[src/rtl/core/spq_pkg.sv]
// Package for the score priority queue: request/response beats, stored
// entry layout, operation codes and sequencer states. No dependencies.
`timescale 1ns / 1ps
`default_nettype none

package spq_pkg;

    // Default number of stored entries
    localparam int CAPACITY_DEF = 64;

    // Operation codes carried in the request beat
    localparam logic [1:0] OP_PROMOTE = 2'd0;
    localparam logic [1:0] OP_PEEK    = 2'd1;
    localparam logic [1:0] OP_POP     = 2'd2;

    // One request beat
    typedef struct packed {
        logic [1:0]  operation;
        logic [15:0] item_id;
        logic [15:0] new_score;
        logic        has_old_score;
        logic [15:0] prev_score;
    } t_req;

    // One result beat
    typedef struct packed {
        logic [15:0] result_item;
        logic        found;
        logic        overflow;
    } t_rsp;

    // One stored entry
    typedef struct packed {
        logic [15:0] item;
        logic [15:0] score;
    } t_entry;

    // Sequencer states
    typedef enum logic [2:0] {
        ST_IDLE,
        ST_SCAN_OLD,
        ST_SHIFT,
        ST_SCAN_NEW,
        ST_SCAN_BEST
    } t_state;

endpackage

`default_nettype wire

[src/rtl/core/spq_mem.sv]
// Entry store of the score priority queue: one write port, one read port,
// registered read data. Depends on spq_pkg.
`timescale 1ns / 1ps
`default_nettype none

module spq_mem #(
    parameter int CAPACITY = spq_pkg::CAPACITY_DEF,
    parameter int AW       = $clog2(CAPACITY)
) (
    input  wire logic            i_clk,
    input  wire logic            i_we,
    input  wire logic [AW-1:0]   i_waddr,
    input  wire spq_pkg::t_entry i_wdata,
    input  wire logic            i_re,
    input  wire logic [AW-1:0]   i_raddr,
    output spq_pkg::t_entry      o_rdata
);
    import spq_pkg::*;

    t_entry r_mem [CAPACITY];
    t_entry r_rdata;

    // Write port
    always_ff @(posedge i_clk) begin
        if (i_we) begin
            r_mem[i_waddr] <= i_wdata;
        end
    end

    // Read port, read data valid in the cycle after the read
    always_ff @(posedge i_clk) begin
        if (i_re) begin
            r_rdata <= r_mem[i_raddr];
        end
    end

    assign o_rdata = r_rdata;

endmodule

`default_nettype wire

[src/rtl/core/spq_ctrl.sv]
// Sequencer of the score priority queue: scans the entry store, compacts it
// after a removal and appends new entries. Depends on spq_pkg.
`timescale 1ns / 1ps
`default_nettype none

module spq_ctrl #(
    parameter int CAPACITY = spq_pkg::CAPACITY_DEF,
    parameter int AW       = $clog2(CAPACITY),
    parameter int CW       = $clog2(CAPACITY + 1)
) (
    input  wire logic            i_clk,
    input  wire logic            i_rst_n,
    input  wire logic            start,
    input  wire spq_pkg::t_req   i_req,
    output logic                 busy,
    output logic                 o_valid,
    output spq_pkg::t_rsp        o_rsp,
    // entry store
    output logic                 o_we,
    output logic [AW-1:0]        o_waddr,
    output spq_pkg::t_entry      o_wdata,
    output logic                 o_re,
    output logic [AW-1:0]        o_raddr,
    input  wire spq_pkg::t_entry i_rdata
);
    import spq_pkg::*;

    t_state        r_state, n_state;
    t_req          r_req, n_req;
    logic [CW-1:0] r_occ, n_occ;
    logic [CW-1:0] r_idx, n_idx;      // next read address
    logic          r_rvld, n_rvld;    // read data valid this cycle
    logic [AW-1:0] r_ridx, n_ridx;    // address of the data in flight
    logic          r_hit, n_hit;      // match found / best seen
    logic [AW-1:0] r_pos, n_pos;      // match or best position
    logic [15:0]   r_best_score, n_best_score;
    logic [15:0]   r_best_item, n_best_item;
    logic          r_valid, n_valid;
    t_rsp          r_rsp, n_rsp;

    logic          rd_issue;
    logic          scan_end;
    logic [15:0]   target_score;
    logic          match;

    // Control registers
    always_ff @(posedge i_clk) begin
        if (!i_rst_n) begin
            r_state <= ST_IDLE;
            r_occ   <= '0;
            r_rvld  <= 1'b0;
            r_valid <= 1'b0;
        end else begin
            r_state <= n_state;
            r_occ   <= n_occ;
            r_rvld  <= n_rvld;
            r_valid <= n_valid;
        end
    end

    // Payload registers
    always_ff @(posedge i_clk) begin
        r_req        <= n_req;
        r_idx        <= n_idx;
        r_ridx       <= n_ridx;
        r_hit        <= n_hit;
        r_pos        <= n_pos;
        r_best_score <= n_best_score;
        r_best_item  <= n_best_item;
        r_rsp        <= n_rsp;
    end

    // Read issue and scan bookkeeping
    assign rd_issue     = (r_state != ST_IDLE) && (r_idx < r_occ);
    assign scan_end     = (r_idx >= r_occ) && !r_rvld;
    assign target_score = (r_state == ST_SCAN_OLD) ? r_req.prev_score : r_req.new_score;
    assign match        = r_rvld && (i_rdata.item == r_req.item_id)
                          && (i_rdata.score == target_score);

    assign o_re    = rd_issue;
    assign o_raddr = r_idx[AW-1:0];

    // Next state and store writes
    always_comb begin
        n_state      = r_state;
        n_req        = r_req;
        n_occ        = r_occ;
        n_idx        = rd_issue ? r_idx + CW'(1) : r_idx;
        n_rvld       = rd_issue;
        n_ridx       = r_idx[AW-1:0];
        n_hit        = r_hit;
        n_pos        = r_pos;
        n_best_score = r_best_score;
        n_best_item  = r_best_item;
        n_valid      = 1'b0;
        n_rsp        = r_rsp;
        o_we         = 1'b0;
        o_waddr      = r_ridx - AW'(1);
        o_wdata      = i_rdata;

        case (r_state)
            ST_IDLE: begin
                n_idx  = '0;
                n_rvld = 1'b0;
                n_hit  = 1'b0;
                if (start) begin
                    n_req = i_req;
                    if (i_req.operation == OP_PROMOTE) begin
                        n_state = i_req.has_old_score ? ST_SCAN_OLD : ST_SCAN_NEW;
                    end else if (i_req.operation inside {OP_PEEK, OP_POP}) begin
                        n_state = ST_SCAN_BEST;
                    end else begin
                        // unused code: empty result right away
                        n_valid = 1'b1;
                        n_rsp   = '0;
                    end
                end
            end

            // find the first entry equal to the old pair
            ST_SCAN_OLD: begin
                if (match && !r_hit) begin
                    n_hit = 1'b1;
                    n_pos = r_ridx;
                end
                if (scan_end) begin
                    n_rvld = 1'b0;
                    n_hit  = 1'b0;
                    if (r_hit) begin
                        n_state = ST_SHIFT;
                        n_idx   = CW'(r_pos) + CW'(1);
                    end else begin
                        n_state = ST_SCAN_NEW;
                        n_idx   = '0;
                    end
                end
            end

            // move entries above the gap down one place
            ST_SHIFT: begin
                o_we = r_rvld;
                if (scan_end) begin
                    n_occ  = r_occ - CW'(1);
                    n_rvld = 1'b0;
                    n_hit  = 1'b0;
                    n_idx  = '0;
                    if (r_req.operation == OP_PROMOTE) begin
                        n_state = ST_SCAN_NEW;
                    end else begin
                        n_state             = ST_IDLE;
                        n_valid             = 1'b1;
                        n_rsp.result_item   = r_best_item;
                        n_rsp.found         = 1'b1;
                        n_rsp.overflow      = 1'b0;
                    end
                end
            end

            // look for the new pair, append when absent and the store is not full
            ST_SCAN_NEW: begin
                if (match) begin
                    n_hit = 1'b1;
                end
                if (scan_end) begin
                    n_state           = ST_IDLE;
                    n_valid           = 1'b1;
                    n_rsp.result_item = '0;
                    n_rsp.found       = 1'b0;
                    n_rsp.overflow    = 1'b0;
                    if (!r_hit) begin
                        if (r_occ == CW'(CAPACITY)) begin
                            n_rsp.overflow = 1'b1;
                        end else begin
                            o_we    = 1'b1;
                            o_waddr = r_occ[AW-1:0];
                            o_wdata = '{item: r_req.item_id, score: r_req.new_score};
                            n_occ   = r_occ + CW'(1);
                        end
                    end
                end
            end

            // oldest entry of the highest score
            ST_SCAN_BEST: begin
                if (r_rvld && (!r_hit || i_rdata.score > r_best_score)) begin
                    n_hit        = 1'b1;
                    n_pos        = r_ridx;
                    n_best_score = i_rdata.score;
                    n_best_item  = i_rdata.item;
                end
                if (scan_end) begin
                    n_rvld = 1'b0;
                    if (r_hit && r_req.operation == OP_POP) begin
                        n_state = ST_SHIFT;
                        n_idx   = CW'(r_pos) + CW'(1);
                    end else begin
                        n_state           = ST_IDLE;
                        n_valid           = 1'b1;
                        n_rsp.result_item = r_hit ? r_best_item : 16'd0;
                        n_rsp.found       = r_hit;
                        n_rsp.overflow    = 1'b0;
                    end
                end
            end

            default: begin
                n_state = ST_IDLE;
            end
        endcase
    end

    assign busy    = (r_state != ST_IDLE);
    assign o_valid = r_valid;
    assign o_rsp   = r_rsp;

endmodule

`default_nettype wire

[src/rtl/core/score_priority_queue_fifo_ties.sv]
// Score priority queue with arrival order among equal scores: entries sit in
// one synchronous store, oldest first, and every promote, peek or pop walks
// it with one read per cycle. A peek scans the store once; a pop also closes
// the gap behind the popped place p, moving every newer entry down one
// place; a promote scans for the new pair and, when an old score is given,
// first scans for the old pair and, if found, compacts the store behind it.
// The single read port of the store paces these walks. busy is high while a
// command runs; the result beat appears on o_rsp with o_valid for exactly
// one cycle and cannot be held off, and a new command may start in that
// cycle. Depends on spq_pkg, spq_ctrl, spq_mem.
`timescale 1ns / 1ps
`default_nettype none

module score_priority_queue_fifo_ties #(
    parameter int CAPACITY = spq_pkg::CAPACITY_DEF
) (
    input  wire logic          i_clk,
    input  wire logic          i_rst_n,
    input  wire logic          start,
    input  wire spq_pkg::t_req i_req,
    output logic               busy,
    output logic               o_valid,
    output spq_pkg::t_rsp      o_rsp
);
    import spq_pkg::*;

    localparam int AW = $clog2(CAPACITY);

    logic          we;
    logic [AW-1:0] waddr;
    t_entry        wdata;
    logic          re;
    logic [AW-1:0] raddr;
    t_entry        rdata;

    // Command sequencer
    spq_ctrl #(
        .CAPACITY(CAPACITY)
    ) u_ctrl (
        .i_clk   (i_clk),
        .i_rst_n (i_rst_n),
        .start   (start),
        .i_req   (i_req),
        .busy    (busy),
        .o_valid (o_valid),
        .o_rsp   (o_rsp),
        .o_we    (we),
        .o_waddr (waddr),
        .o_wdata (wdata),
        .o_re    (re),
        .o_raddr (raddr),
        .i_rdata (rdata)
    );

    // Entry store
    spq_mem #(
        .CAPACITY(CAPACITY)
    ) u_mem (
        .i_clk   (i_clk),
        .i_we    (we),
        .i_waddr (waddr),
        .i_wdata (wdata),
        .i_re    (re),
        .i_raddr (raddr),
        .o_rdata (rdata)
    );

endmodule

`default_nettype wire
[config.mk]
export PLATFORM = sky130hd
export DESIGN_NAME = score_priority_queue_fifo_ties
export DESIGN_NICKNAME = d
export VERILOG_FILES = /design/src/rtl/core/spq_pkg.sv /design/src/rtl/core/spq_mem.sv /design/src/rtl/core/spq_ctrl.sv /design/src/rtl/core/score_priority_queue_fifo_ties.sv
export SDC_FILE = /design/constraint.sdc
export NUM_CORES = 2
export LEC_CHECK = 0
export BUFFER_PORTS_ARGS = -buffer_cell sky130_fd_sc_hd__buf_2
export CORE_MARGIN = 2
export CORE_UTILIZATION = 35
export CTS_CLUSTER_SIZE = 24
export DETAILED_ROUTE_END_ITERATION = 10
export MAX_ROUTING_LAYER = met4
export PLACE_DENSITY = 0.57
export SETUP_SLACK_MARGIN = 0.3
export SYNTH_ARGS = -nofsm -noshare
export SYNTH_HDL_FRONTEND = slang
export SYNTH_HIERARCHICAL = 1
export SYNTH_SLANG_ARGS = --single-unit
[constraint.sdc]
create_clock -name i_clk -period 11.4 [get_ports i_clk]
set_clock_uncertainty 0.1 [all_clocks]
set_input_delay 0.57 -clock i_clk [delete_from_list [all_inputs] [get_ports i_clk]]
set_output_delay 0.57 -clock i_clk [all_outputs]
set_load 0.01 [all_outputs]
==> flow_metrics.env <==
export IMPL_cts_tree="done"
export IMPL_ys_seq_area_share_pct=77.1
export IMPL_grt_pass1_wl_um=324000
export IMPL_slew_violations=0
export IMPL_final_common_cell="edfxtp_1"
export IMPL_synth_edf_count=2187
export IMPL_r2r_cells=11
export IMPL_setup_viol=0
export IMPL_p_total_mw=17.7
export IMPL_syn_num_nets=4007
export IMPL_drc=0
export IMPL_combPwrFrac_pct=7.9
export IMPL_synthCells=3919
export IMPL_grt_ovfl_total=0
export IMPL_ff2ff_setup_slack_ns=4.72
export IMPL_worstPathCellList="ha_1 -> and2_1 -> a221o_1 -> and2_1 -> nor2_1 -> nor3_2 -> nand2_2 -> buf_4 -> a22o_1 -> nand3_1 -> nor2_4"
export IMPL_htree_num_levels=4
export IMPL_critPathMostFrequentCell="and2_1"
export IMPL_grt_usage_pct=18.9
export IMPL_rsz0062_at_grt="no"
export IMPL_p_sw_mw=4.22
export IMPL_cp_required_ns=11.75
export IMPL_die_x_um=499
export IMPL_cp_start_kind="register"
export IMPL_drt_iter0_drc=5786
export IMPL_dp_cells=7094
export IMPL_synth_seq_cells=2212
export IMPL_core_sq_um=243000
export IMPL_finalWirelength_um=233000
export IMPL_synthFlopType="edfxtp_1"
export IMPL_syn_area_per_cell_sq_um=21.9
export IMPL_wl_per_cell_um=30.8
export IMPL_syn_to_final_growth_pct=14.1
export IMPL_stdcell_count=7552
export IMPL_hold_end="u_ctrl/r_state[2]"
export IMPL_slew_headroom_pct=21.0
export IMPL_slowest_stage="nor2_4"
export IMPL_critPathMaxFanout=36
export IMPL_min_period_ns=6.68
export IMPL_power_frac_clock_pct=38.7
export IMPL_cts_clk_slew_worst_paths_ns=0.07
export IMPL_grt_pass1_vias=40900
export IMPL_syn_area_sq_um=85800
export IMPL_io_pins=74
export IMPL_max_stage_delay_ns=1.24
export IMPL_p_leak_nw=29.3
export IMPL_clock_latency_ns=0.86
export IMPL_fin_crit_sh_pct=58.6
export IMPL_antenna_found_initial=15
export IMPL_p_int_mw=13.5
export IMPL_status="finished, final reports clean"
export IMPL_vias=41800
export IMPL_postRouteAntennaNets=0
export IMPL_power_frac_seq_pct=53.4
export IMPL_most_common_layout_cells="edfxtp_1, mux4_2, clkbuf_16"
export IMPL_dieArea_sq_um=249000
export IMPL_swShare_pct=23.8
export IMPL_die_h_um=499
export IMPL_tightest_slew_ns=1.18
export IMPL_vias_per_cell=5.53
export IMPL_cts_sinks=2212
export IMPL_ir_drop_v=0.000118
export IMPL_critPathCaptureType="register"
export IMPL_tns_ns=0
export IMPL_nets=4249
export IMPL_arrival_ns=7.03
export IMPL_gp_congestion=0.908
export IMPL_hp_start="start"
export IMPL_hold_path_class="primary input to register"
export IMPL_yosys_warnings=6
export IMPL_power_density_nw_per_um2=181
export IMPL_crit_reg2reg_capture="u_mem/r_mem[59][19]"
export IMPL_drive_gt1_share_pct=26.2
export IMPL_ctsLongestPathBuffers=3
export IMPL_grt_max_degree=118
export IMPL_async_reset_ff_share_pct=0
export IMPL_dr_pass1_iters=5
export IMPL_finalHoldViolCount=0
export IMPL_path_class="register to register"
export IMPL_start_util_pct=35.3
export IMPL_cts_setup_buffers=0
export IMPL_root_buffer="clkbuf_16"
export IMPL_numPortBuffers=73
export IMPL_dp_hpwl_um=136000
export IMPL_ys_types=76
export IMPL_timing_rr_start="u_ctrl/r_idx[5]"
export IMPL_max_freq_mhz=150
export IMPL_cts_inserted_buffers=216
export IMPL_maxCapViolCount=0
export IMPL_holdPathStages=5
export IMPL_row_count=181
[flip-flops by register name, indices dropped and copies added, names as in the netlist]
name and count:
u_ctrl/o_rsp 18, u_ctrl/o_valid 1, u_ctrl/r_best_item 16, u_ctrl/r_best_score 16
u_ctrl/r_hit 1, u_ctrl/r_idx 7, u_ctrl/r_occ 7, u_ctrl/r_pos 6
u_ctrl/r_req 50, u_ctrl/r_ridx 6, u_ctrl/r_rvld 1, u_ctrl/r_state 3
u_mem/o_rdata 32, u_mem/r_mem 2048
[worst max-delay path by stage]
stage	start	to	slack [ns]	depth (start not counted)
floorplan	u_ctrl/r_occ[1]	u_mem/r_mem[48][0]	5.91	14
global placement	u_ctrl/r_idx[5]	u_mem/r_mem[59][24]	5.00	11
detailed placement	u_ctrl/r_idx[5]	u_mem/r_mem[59][2]	4.88	11
CTS	u_ctrl/r_idx[5]	u_mem/r_mem[59][22]	4.86	11
global route	u_ctrl/r_idx[5]	u_mem/r_mem[57][11]	4.49	11
finish	u_ctrl/r_idx[5]	u_mem/r_mem[59][19]	4.72	11
[synthesized netlist by cell type (all sizes together), types with 8 or more instances]
cell type / n / share of area (%)
dfxtp: 25 / 0.58
inv: 44 / 0.19
mux4: 544 / 14
nand2: 53 / 0.23
xnor2: 33 / 0.34
a22oi: 14 / 0.12
o221ai: 27 / 0.28
nor2: 155 / 0.68
nor2b: 32 / 0.23
ha: 33 / 0.48
clkbuf: 86 / 0.38
a311oi: 8 / 0.082
and3: 14 / 0.10
and2: 26 / 0.19
a21oi: 81 / 0.47
mux2: 32 / 0.42
o21ai: 27 / 0.16
a21o: 8 / 0.070
mux2i: 106 / 1.2
buf: 120 / 0.80
xor2: 15 / 0.15
edfxtp: 2187 / 77
nand3: 18 / 0.10
o22ai: 88 / 0.64
nor3: 20 / 0.13
nand4: 10 / 0.073
nand2b: 12 / 0.087
nor4: 11 / 0.080
[cells by family after synthesis]
group,synth area share [%]
DFF,77.1
and+or+nand+nor,2.26
buffers and inverters,1.37
AOI/OAI and AO/OA,2.32
xor gates and xnor gates,0.490
muxes,15.9
adders and majority gates,0.516
[cell type report]
| cell class | instances | area, sq um |
|---|---|---|
| fill | 21200 | 146000 |
| inverter | 45 | 169 |
| antenna | 3 | 7.51 |
| timing repair buffer | 230 | 1730 |
| clock buffer | 270 | 5660 |
| sequential | 2212 | 66200 |
| multi-input combinational | 1456 | 19100 |
| clock inverter | 134 | 1090 |
| tap | 3202 | 4010 |
[power groups by stage]
stage | Clock [mW] | Sequential (mW) | Combinational (mW)
floorplan | 0 | 9.53 | 0.750
global placement | 0 | 9.63 | 1.37
detailed placement | 0 | 9.63 | 1.39
CTS | 6.99 | 9.45 | 1.41
global route | 7.30 | 9.46 | 1.47
finish | 6.86 | 9.46 | 1.40
[critical path: cells and delay by family (launching register included)]
| family | cells | cell delay, ns |
|---|---|---|
| AND/OR/NAND/NOR | 7 | 3.46 |
| AO/OA/AOI/OAI | 2 | 0.81 |
| flip-flops | 1 | 0.91 |
| adder cells (fa/ha/maj) | 1 | 0.36 |
| buffers and inverters | 1 | 0.58 |
[per-stage QoR]
stage          instance area, sq um  worst slack [ns]  util (%)  hold slack (ns)
2_1_floorplan                 85800              5.91         -            0.287
3_3_place_gp                  90700              5.00      37.2            0.362
3_5_place_dp                  90700              4.88      37.2            0.362
4_1_cts                       97900              4.86      40.2           0.0643
5_1_grt                       97900              4.49      40.2            0.127
6_report                      97900              4.72      40.2            0.148
[what timing repair did]
action | 4_1_cts | 5_1_grt
hold buffers | 51 | 0
endpoints found under the hold margin | 57 | 0
endpoints found under the setup margin | 0 | 0
resized for setup | 0 | 0
[routing by layer]
layer  part of all wire, %  vias up  wire length (um)  track usage [%]
li1                      -    17000                 -                -
met2                    47     1845            109000             28.8
met3                   8.0      297             18500             3.32
met4                   2.7        0              6320             5.24
met5                     0        -                 0                -
met1                    42    22700             98400             26.4
Note: power is estimated with default switching activity, not from simulation.
